## config.mk

```make
export PLATFORM = sky130hd
export DESIGN_NAME = integer_to_ascii_formatter_flat
export DESIGN_NICKNAME = d
export VERILOG_FILES = /design/src/rtl/iaf_pkg.sv /design/src/rtl/iaf_if.sv /design/src/rtl/iaf_dp.sv /design/src/rtl/iaf_ctrl.sv /design/src/rtl/integer_to_ascii_formatter.sv /design/src/flat_wrapper.sv
export SDC_FILE = /design/constraint.sdc
export NUM_CORES = 1
export LEC_CHECK = 0
export BUFFER_PORTS_ARGS = -buffer_cell sky130_fd_sc_hd__buf_2
export CAP_MARGIN = 5
export CORE_AREA = 5 5 210 212
export CTS_CLUSTER_SIZE = 28
export DETAILED_ROUTE_END_ITERATION = 12
export DIE_AREA = 0 0 215 217
export GPL_ROUTABILITY_DRIVEN = 0
export PLACE_DENSITY = 0.66
export SLEW_MARGIN = 20
export SYNTH_ARGS = -nofsm -noshare
export SYNTH_HDL_FRONTEND = slang
export SYNTH_SLANG_ARGS = --single-unit
```

## constraint.sdc

```tcl
create_clock -name clk -period 15.5 [get_ports clk]
set_input_delay 1.55 -clock clk [delete_from_list [all_inputs] [get_ports clk]]
set_output_delay 1.55 -clock clk [all_outputs]
set_load 0.01 [all_outputs]
```

## src/rtl/iaf_pkg.sv

```systemverilog
// Shared types, codes and constants of the integer to ASCII formatter.
package iaf_pkg;

  // Default character limit and digit buffer depth.
  localparam int MAX_CHARS_DEF = 31;
  localparam int DIG_N         = 24;
  localparam int DIG_IW        = $clog2(DIG_N);
  localparam int VAL_W         = 64;
  localparam int CONV_W        = $clog2(VAL_W);

  // Conversion kinds.
  localparam logic [2:0] FN_SDEC = 3'd0;
  localparam logic [2:0] FN_UDEC = 3'd1;
  localparam logic [2:0] FN_OCT  = 3'd2;
  localparam logic [2:0] FN_HEXL = 3'd3;
  localparam logic [2:0] FN_HEXU = 3'd4;

  // Length codes; every code from LEN_64 upward selects 64 bits.
  localparam logic [2:0] LEN_32 = 3'd0;
  localparam logic [2:0] LEN_8  = 3'd1;
  localparam logic [2:0] LEN_16 = 3'd2;
  localparam logic [2:0] LEN_64 = 3'd3;

  // Flag bit positions.
  localparam int FL_LEFT  = 0;
  localparam int FL_PLUS  = 1;
  localparam int FL_SPACE = 2;
  localparam int FL_ALT   = 3;
  localparam int FL_ZERO  = 4;

  // Characters.
  localparam logic [7:0] CH_ZERO  = 8'h30;
  localparam logic [7:0] CH_SPACE = 8'h20;
  localparam logic [7:0] CH_PLUS  = 8'h2B;
  localparam logic [7:0] CH_MINUS = 8'h2D;
  localparam logic [7:0] CH_X_LO  = 8'h78;
  localparam logic [7:0] CH_X_UP  = 8'h58;
  localparam logic [7:0] CH_A_LO  = 8'h61;
  localparam logic [7:0] CH_A_UP  = 8'h41;

  // Controller states.
  typedef enum logic [2:0] {
    ST_IDLE,
    ST_CONV,
    ST_SCAN,
    ST_SET1,
    ST_SET2,
    ST_EMIT
  } state_t;

  // Commands from the controller to the datapath.
  typedef struct packed {
    logic idle;
    logic conv;
    logic scan;
    logic set1;
    logic set2;
    logic emit;
  } cmd_t;

  // Status from the datapath to the controller.
  typedef struct packed {
    logic in_fire;
    logic is_dec;
    logic conv_done;
    logic scan_done;
    logic out_free;
    logic emit_last;
  } status_t;

endpackage

```

## src/rtl/iaf_if.sv

```systemverilog
// Valid/ready channel interfaces for input words and output characters.
interface iaf_in_if;
  logic        valid;
  logic        ready;
  logic [2:0]  func;
  logic [63:0] value;
  logic [2:0]  length_code;
  logic [4:0]  flags;
  logic [4:0]  width;
  logic [4:0]  precision;

  modport source (output valid, func, value, length_code, flags, width, precision,
                  input ready);
  modport sink (input valid, func, value, length_code, flags, width, precision,
                output ready);
endinterface

interface iaf_out_if;
  logic       valid;
  logic       ready;
  logic [7:0] ch;
  logic       last;

  modport source (output valid, ch, last, input ready);
  modport sink (input valid, ch, last, output ready);
endinterface

```

## src/rtl/iaf_dp.sv

```systemverilog
// Datapath: operand capture, binary to BCD conversion, layout and character output.
module iaf_dp #(
  parameter int MAX_CHARS = iaf_pkg::MAX_CHARS_DEF
) (
  input  logic             clk,
  input  logic             rst_n,
  iaf_in_if.sink           in_if,
  iaf_out_if.source        out_if,
  input  iaf_pkg::cmd_t    cmd,
  output iaf_pkg::status_t sts
);

  localparam int PW = $clog2(MAX_CHARS + 1);
  localparam int DN = iaf_pkg::DIG_N;
  localparam int IW = iaf_pkg::DIG_IW;
  localparam int VW = iaf_pkg::VAL_W;
  localparam int CW = iaf_pkg::CONV_W;
  localparam logic [PW-1:0] MAXC = PW'(MAX_CHARS);

  logic [3:0]    dig_r [DN];
  logic [VW-1:0] mag_r;
  logic [CW-1:0] cnt_r;
  logic [IW-1:0] idx_r;
  logic [4:0]    flags_r, w_r, p_r;
  logic          is_dec_r, is_oct_r, is_hex_r, upper_r, sdec_r, neg_r, nz_r;
  logic [PW-1:0] nd_r, td_r, pad_r;
  logic [1:0]    hn_r;
  logic [7:0]    hd0_r, hd1_r;
  logic          zpad_r;
  logic [PW-1:0] b1_r, b2_r, b4_r, b5_r, n_r, pos_r;
  logic [7:0]    ch_r;
  logic          last_r, valid_r;

  // Operand decode at the input.
  logic [2:0]      fn;
  logic [VW-1:0]   mask, mag_m, mag_a;
  logic            msb, neg;
  logic [4*DN-1:0] mag_x;

  always_comb begin
    fn = (in_if.func > iaf_pkg::FN_HEXU) ? iaf_pkg::FN_UDEC : in_if.func;
    case (in_if.length_code)
      iaf_pkg::LEN_32: begin
        mask = {{(VW-32){1'b0}}, {32{1'b1}}};
        msb  = in_if.value[31];
      end
      iaf_pkg::LEN_8: begin
        mask = {{(VW-8){1'b0}}, {8{1'b1}}};
        msb  = in_if.value[7];
      end
      iaf_pkg::LEN_16: begin
        mask = {{(VW-16){1'b0}}, {16{1'b1}}};
        msb  = in_if.value[15];
      end
      default: begin
        mask = {VW{1'b1}};
        msb  = in_if.value[VW-1];
      end
    endcase
    mag_m = in_if.value & mask;
    neg   = (fn == iaf_pkg::FN_SDEC) && msb;
    mag_a = neg ? ((~mag_m + VW'(1)) & mask) : mag_m;
    mag_x = {{(4*DN-VW){1'b0}}, mag_a};
  end

  // Double-dabble step: add three to digits of five or more, then shift.
  logic [3:0] adj [DN];
  logic [3:0] dd  [DN];

  always_comb begin
    for (int k = 0; k < DN; k++) begin
      adj[k] = (dig_r[k] >= 4'd5) ? dig_r[k] + 4'd3 : dig_r[k];
    end
    dd[0] = {adj[0][2:0], mag_r[VW-1]};
    for (int k = 1; k < DN; k++) begin
      dd[k] = {adj[k][2:0], adj[k-1][3]};
    end
  end

  // Layout arithmetic, first stage.
  logic [PW-1:0] cap, pe, td, body, wc, nd;
  logic          zp;

  always_comb begin
    nd   = PW'(idx_r) + PW'(1);
    cap  = (hn_r == 2'd0) ? MAXC - PW'(1) : MAXC - PW'(hn_r);
    pe   = (PW'(p_r) > cap) ? cap : PW'(p_r);
    td   = (nd > pe) ? nd : pe;
    if (flags_r[iaf_pkg::FL_ALT] && is_oct_r && td == nd && nz_r && td < cap) begin
      td = nd + PW'(1);
    end
    wc   = (PW'(w_r) > MAXC) ? MAXC : PW'(w_r);
    body = PW'(hn_r) + td;
    zp   = flags_r[iaf_pkg::FL_ZERO] && !flags_r[iaf_pkg::FL_LEFT] && (p_r == 5'd0);
  end

  // Character at the current position.
  logic [PW-1:0] didx;
  logic [3:0]    dsel;
  logic [7:0]    dch, cur;

  always_comb begin
    didx = b5_r - PW'(1) - pos_r;
    dsel = dig_r[didx[IW-1:0]];
    if (dsel < 4'd10) begin
      dch = iaf_pkg::CH_ZERO + {4'd0, dsel};
    end else begin
      dch = (upper_r ? iaf_pkg::CH_A_UP : iaf_pkg::CH_A_LO) + {4'd0, dsel} - 8'd10;
    end
    if (pos_r < b1_r) begin
      cur = iaf_pkg::CH_SPACE;
    end else if (pos_r < b2_r) begin
      cur = (pos_r == b1_r) ? hd0_r : hd1_r;
    end else if (pos_r < b4_r) begin
      cur = iaf_pkg::CH_ZERO;
    end else if (pos_r < b5_r) begin
      cur = dch;
    end else begin
      cur = iaf_pkg::CH_SPACE;
    end
  end

  logic in_fire, out_free, do_emit;
  assign in_fire  = in_if.valid && in_if.ready;
  assign out_free = !valid_r || out_if.ready;
  assign do_emit  = cmd.emit && out_free;

  // Operand, digit and layout registers.
  always_ff @(posedge clk) begin
    if (in_fire) begin
      flags_r  <= in_if.flags;
      w_r      <= in_if.width;
      p_r      <= in_if.precision;
      is_dec_r <= (fn == iaf_pkg::FN_SDEC) || (fn == iaf_pkg::FN_UDEC);
      is_oct_r <= fn == iaf_pkg::FN_OCT;
      is_hex_r <= (fn == iaf_pkg::FN_HEXL) || (fn == iaf_pkg::FN_HEXU);
      upper_r  <= fn == iaf_pkg::FN_HEXU;
      sdec_r   <= fn == iaf_pkg::FN_SDEC;
      neg_r    <= neg;
      nz_r     <= mag_a != '0;
      mag_r    <= mag_a;
      cnt_r    <= '0;
      idx_r    <= IW'(DN - 1);
      for (int k = 0; k < DN; k++) begin
        case (fn)
          iaf_pkg::FN_OCT:                    dig_r[k] <= {1'b0, mag_x[3*k +: 3]};
          iaf_pkg::FN_HEXL, iaf_pkg::FN_HEXU: dig_r[k] <= mag_x[4*k +: 4];
          default:                            dig_r[k] <= 4'd0;
        endcase
      end
    end else if (cmd.conv) begin
      for (int k = 0; k < DN; k++) begin
        dig_r[k] <= dd[k];
      end
      mag_r <= {mag_r[VW-2:0], 1'b0};
      cnt_r <= cnt_r + CW'(1);
    end else if (cmd.scan) begin
      if (idx_r != '0 && dig_r[idx_r] == 4'd0) begin
        idx_r <= idx_r - IW'(1);
      end
    end
    if (cmd.scan) begin
      // Head characters: sign or space for signed decimal, 0x prefix for nonzero hex in alternate form.
      if (sdec_r && neg_r) begin
        hn_r <= 2'd1; hd0_r <= iaf_pkg::CH_MINUS;
      end else if (sdec_r && flags_r[iaf_pkg::FL_PLUS]) begin
        hn_r <= 2'd1; hd0_r <= iaf_pkg::CH_PLUS;
      end else if (sdec_r && flags_r[iaf_pkg::FL_SPACE]) begin
        hn_r <= 2'd1; hd0_r <= iaf_pkg::CH_SPACE;
      end else if (is_hex_r && flags_r[iaf_pkg::FL_ALT] && nz_r) begin
        hn_r <= 2'd2; hd0_r <= iaf_pkg::CH_ZERO;
      end else begin
        hn_r <= 2'd0; hd0_r <= iaf_pkg::CH_ZERO;
      end
      hd1_r <= upper_r ? iaf_pkg::CH_X_UP : iaf_pkg::CH_X_LO;
    end
    if (cmd.set1) begin
      nd_r   <= nd;
      td_r   <= td;
      pad_r  <= (wc > body) ? wc - body : '0;
      zpad_r <= zp;
    end
    if (cmd.set2) begin
      b1_r  <= (!flags_r[iaf_pkg::FL_LEFT] && !zpad_r) ? pad_r : '0;
      pos_r <= '0;
    end
    if (do_emit) begin
      pos_r <= pos_r + PW'(1);
    end
  end

  // Segment boundaries follow from the first boundary and are registered along with it.
  logic [PW-1:0] b1c, b2c, b3c, b4c, b5c;
  always_comb begin
    b1c = (!flags_r[iaf_pkg::FL_LEFT] && !zpad_r) ? pad_r : '0;
    b2c = b1c + PW'(hn_r);
    b3c = b2c + (zpad_r ? pad_r : '0);
    b4c = b3c + td_r - nd_r;
    b5c = b4c + nd_r;
  end

  always_ff @(posedge clk) begin
    if (cmd.set2) begin
      b2_r <= b2c;
      b4_r <= b4c;
      b5_r <= b5c;
      n_r  <= b5c + (flags_r[iaf_pkg::FL_LEFT] ? pad_r : '0);
    end
  end

  // Output word register.
  always_ff @(posedge clk) begin
    if (!rst_n) begin
      valid_r <= 1'b0;
    end else if (do_emit) begin
      valid_r <= 1'b1;
    end else if (out_if.ready) begin
      valid_r <= 1'b0;
    end
  end

  always_ff @(posedge clk) begin
    if (do_emit) begin
      ch_r   <= cur;
      last_r <= (pos_r == n_r - PW'(1));
    end
  end

  assign in_if.ready  = cmd.idle;
  assign out_if.valid = valid_r;
  assign out_if.ch    = ch_r;
  assign out_if.last  = last_r;

  assign sts.in_fire   = in_fire;
  assign sts.is_dec    = is_dec_r;
  assign sts.conv_done = cnt_r == {CW{1'b1}};
  assign sts.scan_done = (idx_r == '0) || (dig_r[idx_r] != 4'd0);
  assign sts.out_free  = out_free;
  assign sts.emit_last = pos_r == n_r - PW'(1);

endmodule

```

## src/rtl/iaf_ctrl.sv

```systemverilog
// Controller state machine that sequences conversion, layout and output.
module iaf_ctrl (
  input  logic             clk,
  input  logic             rst_n,
  input  iaf_pkg::status_t sts,
  output iaf_pkg::cmd_t    cmd
);

  iaf_pkg::state_t state_r, state_nxt;

  always_ff @(posedge clk) begin
    if (!rst_n) begin
      state_r <= iaf_pkg::ST_IDLE;
    end else begin
      state_r <= state_nxt;
    end
  end

  // Next state.
  always_comb begin
    state_nxt = state_r;
    unique case (state_r)
      iaf_pkg::ST_IDLE: if (sts.in_fire) state_nxt = iaf_pkg::ST_CONV;
      iaf_pkg::ST_CONV: begin
        if (!sts.is_dec || sts.conv_done) state_nxt = iaf_pkg::ST_SCAN;
      end
      iaf_pkg::ST_SCAN: if (sts.scan_done) state_nxt = iaf_pkg::ST_SET1;
      iaf_pkg::ST_SET1: state_nxt = iaf_pkg::ST_SET2;
      iaf_pkg::ST_SET2: state_nxt = iaf_pkg::ST_EMIT;
      iaf_pkg::ST_EMIT: begin
        if (sts.out_free && sts.emit_last) state_nxt = iaf_pkg::ST_IDLE;
      end
      default: state_nxt = iaf_pkg::ST_IDLE;
    endcase
  end

  // Commands.
  always_comb begin
    cmd = '0;
    unique case (state_r)
      iaf_pkg::ST_IDLE: cmd.idle = 1'b1;
      iaf_pkg::ST_CONV: cmd.conv = sts.is_dec;
      iaf_pkg::ST_SCAN: cmd.scan = 1'b1;
      iaf_pkg::ST_SET1: cmd.set1 = 1'b1;
      iaf_pkg::ST_SET2: cmd.set2 = 1'b1;
      iaf_pkg::ST_EMIT: cmd.emit = 1'b1;
      default:          cmd = '0;
    endcase
  end

endmodule

```

## src/rtl/integer_to_ascii_formatter.sv

```systemverilog
// Top level of the printf-style integer to ASCII formatter.
// One word is taken at a time. Decimal kinds pass through the
// bit-serial binary to BCD converter, while octal and hex load their digits
// directly; then come a leading-zero scan over the digit buffer, the layout
// states SET1 and SET2, and one output word per cycle for the 1 to MAX_CHARS
// characters while the output does not stall. The output register lets the
// next word be taken while the final character still waits.
module integer_to_ascii_formatter #(
  parameter int MAX_CHARS = iaf_pkg::MAX_CHARS_DEF
) (
  input  logic      clk,
  input  logic      rst_n,
  iaf_in_if.sink    in_if,
  iaf_out_if.source out_if
);

  iaf_pkg::cmd_t    cmd;
  iaf_pkg::status_t sts;

  iaf_ctrl u_ctrl (
    .clk   (clk),
    .rst_n (rst_n),
    .sts   (sts),
    .cmd   (cmd)
  );

  iaf_dp #(.MAX_CHARS(MAX_CHARS)) u_dp (
    .clk    (clk),
    .rst_n  (rst_n),
    .in_if  (in_if),
    .out_if (out_if),
    .cmd    (cmd),
    .sts    (sts)
  );

endmodule

```

## src/flat_wrapper.sv

```systemverilog
// flat-port wrapper written by rule: the top's interface ports become plain ports
module integer_to_ascii_formatter_flat 
#(
  parameter int MAX_CHARS = iaf_pkg::MAX_CHARS_DEF
)
  (clk, rst_n, in_if_valid, in_if_func, in_if_value, in_if_length_code, in_if_flags, in_if_width, in_if_precision, in_if_ready, out_if_valid, out_if_ch, out_if_last, out_if_ready);
  iaf_in_if in_if_i ();
  iaf_out_if out_if_i ();
  input  logic clk;
  input  logic rst_n;
  input wire logic [$bits(in_if_i.valid)-1:0] in_if_valid;
  input wire logic [$bits(in_if_i.func)-1:0] in_if_func;
  input wire logic [$bits(in_if_i.value)-1:0] in_if_value;
  input wire logic [$bits(in_if_i.length_code)-1:0] in_if_length_code;
  input wire logic [$bits(in_if_i.flags)-1:0] in_if_flags;
  input wire logic [$bits(in_if_i.width)-1:0] in_if_width;
  input wire logic [$bits(in_if_i.precision)-1:0] in_if_precision;
  output wire logic [$bits(in_if_i.ready)-1:0] in_if_ready;
  output wire logic [$bits(out_if_i.valid)-1:0] out_if_valid;
  output wire logic [$bits(out_if_i.ch)-1:0] out_if_ch;
  output wire logic [$bits(out_if_i.last)-1:0] out_if_last;
  input wire logic [$bits(out_if_i.ready)-1:0] out_if_ready;
  assign in_if_i.valid = in_if_valid;
  assign in_if_i.func = in_if_func;
  assign in_if_i.value = in_if_value;
  assign in_if_i.length_code = in_if_length_code;
  assign in_if_i.flags = in_if_flags;
  assign in_if_i.width = in_if_width;
  assign in_if_i.precision = in_if_precision;
  assign in_if_ready = in_if_i.ready;
  assign out_if_valid = out_if_i.valid;
  assign out_if_ch = out_if_i.ch;
  assign out_if_last = out_if_i.last;
  assign out_if_i.ready = out_if_ready;
  integer_to_ascii_formatter #(.MAX_CHARS(MAX_CHARS)) u_core (.clk(clk), .rst_n(rst_n), .in_if(in_if_i), .out_if(out_if_i));
endmodule
```

==> metrics.txt <==
crit share post-route 0.438; Via density 5.94; leakage 0.00785 uW; switching power 1140 uW; commonest non-fill, non-tap cell in the layout edfxtp_1; Hold-fix buffers, CTS 0; Die Span Y 217 um; max-cap check violation count 0; dpl cells 2,462; worst r2r path cells 28; crit path max fanout 9; setup bufs post-CTS 0; #FFs+latches synth 263; Synth cell types 91; ant diodes 0; worst hold endpoint u_core.u_dp.mag_r[10]$_DFFE_PP_; final wirelength 48,800 um; syn_area_per_cell 9.81 um2; class of the most critical setup path reg2reg; register share of total power 0.394; Routed Antenna Nets 0; vias 14,900; initial core utilization 0.445; detailed placement HPWL 35,600 um; Core Area 0.0418 mm2; Worst Setup End Kind register; DRC viols 0; most frequent CP cell ha_1; status completed; global-route wire length before repair 77,500 um; CP required 15.82 ns; Final Util 0.492; critical path arrival 7.11 ns; Slew @ Worst Pin 0.986 ns; Worst setup SP type register; largest net degree at the start of global routing 77; worst skew pair latency 0.57 ns; Post-Syn Nets 2,105; Hold Crit Class reg2reg; switching portion of total power 0.370; ys flop type edfxtp_1; fmax 147 MHz; Slowest cell on crit path edfxtp_1; I/O Buffers 98; vias in the first global route 14,300; RR Startpoint u_core.u_dp.hn_r[1]$_SDFFCE_PP0P_; Post-Syn Instances 1,893; DIE AREA 0.0467 mm2; Seq/Total Area, Yosys 0.414; Peak supply drop 0.0762 mV; fin crit period 6.80 ns; clk_skew 0.0256 ns; cell area power density 150 mW/mm2; Combinational Power Share 0.378; antenna violations before repair 0; Slew Limit Headroom 0.342; hold_sp u_core.u_dp.mag_r[9]$_DFFE_PP_; Synth-to-Final Area Change 10.5%; I/O pin total 100; WHS Path Cells 2; Wirelength per Cell 19.4 um; layout cells sized above 1 0.127; Final Power 3070 uW; R2R Setup Slk 8.70 ns; CTS tree built; CTS sink cnt 263; EDFF count, synth 243; Internal Dissipation 1930 uW; cts bufs inserted 29; clock buffer depth 3; htree depth 1; GRT overflow 0; most frequent cells in the layout edfxtp_1 (243), nand2_1 (212), a21oi_1 (130), o21ai_0 (129), inv_1 (121); Synth Warn # 0; RSZ-0062 raised after global routing no; synthesized area 0.0186 mm2; Max stage delay on crit path 0.55 ns; Setup TNS 0 ns; Net count, final 2,166; clk root buf clkbuf_16; die width 215 um; Clk network pwr share 0.228; GRT Overall Usage 0.201; DRT iter0 DRCs 1,333; Slew Viols, Final 0; # setup viols final 0; Non-Filler Instances 2,516; final hold violation count 0; asr flop ratio synth 0; DRT Pass-1 Iters 5; Placement Rows 75; RR Endpoint u_core.u_dp.pad_r[4]$_SDFFCE_PP0N_; clock-pin slew on the worst setup and hold paths 0.07 ns; Gates resized, CTS repair 0
## cell families (layout without fill, tap and decap cells)
| logic type | count (synthesis) | count (layout) | share of synthesized area |
|---|---|---|---|
| AND/OR/NAND/NOR | 642 | 642 | 0.177 |
| AO/OA/AOI/OAI | 469 | 469 | 0.160 |
| flip-flops | 263 | 263 | 0.414 |
| buffers and inverters | 207 | 291 | 0.0432 |
| adder cells (fa/ha/maj) | 123 | 123 | 0.0885 |
| XOR/XNOR | 123 | 123 | 0.0580 |
| multiplexers | 65 | 65 | 0.0586 |
| other | 1 | 1 | 0.000202 |
## worst max-delay path by stage
stage	start	endpoint	slack, ns	cells after the start
finish	u_core.u_dp.hn_r[1]$_SDFFCE_PP0P_	u_core.u_dp.pad_r[4]$_SDFFCE_PP0N_	8.70	28
global route	u_core.u_dp.hn_r[1]$_SDFFCE_PP0P_	u_core.u_dp.pad_r[4]$_SDFFCE_PP0N_	8.14	28
CTS	u_core.u_dp.hn_r[1]$_SDFFCE_PP0P_	u_core.u_dp.pad_r[4]$_SDFFCE_PP0N_	8.80	27
detailed placement	u_core.u_dp.hn_r[1]$_SDFFCE_PP0P_	u_core.u_dp.pad_r[4]$_SDFFCE_PP0N_	8.84	28
global placement	u_core.u_dp.hn_r[1]$_SDFFCE_PP0P_	u_core.u_dp.pad_r[4]$_SDFFCE_PP0N_	9.10	28
floorplan	in_if_valid	u_core.u_dp.dig_r[0][0]$_DFFE_PP_	9.29	4
## cell type report
class	count	area, um2
multi-input combinational	1423	10100
sequential	263	7700
clock buffer	39	825
clock inverter	15	148
tap	539	674
timing repair buffer	115	618
fill	3852	21200
inverter	122	458
## through the flow
stage | cell area, um2 | hold slack, ns | setup slack (ns)
5_1_grt | 20500 | 0.537 | 8.14
6_report | 20500 | 0.518 | 8.70
2_1_floorplan | 18600 | 0.451 | 9.29
3_3_place_gp | 19500 | 0.466 | 9.10
4_1_cts | 20500 | 0.505 | 8.80
3_5_place_dp | 19500 | 0.472 | 8.84
## critical path: cells and delay by family (launching register included)
kind | cells | cell delay [ns]
buf+inv | 2 | 0.13
compound gates | 12 | 2.49
fa+ha+maj | 6 | 1.95
simple gates | 7 | 1.23
xor+xnor | 1 | 0.19
flops | 1 | 0.55
## sequential cells by signal, summed over array words and instances, names as in the netlist, 6 cells and up, named ones only
signal                 cells
u_core.u_dp.dig_r         96
u_core.u_dp.mag_r         64
u_core.u_dp.out_if.ch      7
u_core.u_dp.cnt_r          6
## routing by layer
metal	vias up	global-route usage	share of wire
met4	0	0.0606	0.027
li1	7129	-	-
met2	546	0.329	0.46
met1	7185	0.281	0.44
met5	-	0	0
met3	86	0.0247	0.067
## power groups by stage
| stage | combinational (uW) | clock [uW] | sequential, uW |
|---|---|---|---|
| 4_1_cts | 1160 | 713 | 1200 |
| 2_1_floorplan | 882 | 0 | 1180 |
| 3_3_place_gp | 1120 | 0 | 1210 |
| 6_report | 1160 | 700 | 1210 |
| 3_5_place_dp | 1150 | 0 | 1220 |
| 5_1_grt | 1300 | 742 | 1230 |
## synthesized netlist by cell type, drive strengths merged, types with 26 or more instances
cell type  count  area [um2]
ha           109        1360
a31oi         26         163
nor3b         40         317
and2          27         169
xor2          42         368
xnor2         81         709
nor3          32         160
inv          122         458
nand2b        42         263
nand3         26         130
nand2        216         816
edfxtp       243        7300
a21oi        132         676
o21ai        132         661
nor2         118         445
clkbuf        62         233
o221ai        34         304
nor4          46         315
o22ai         32         200
mux4          34         766
No activity file was read; power rests on OpenSTA's default activity.
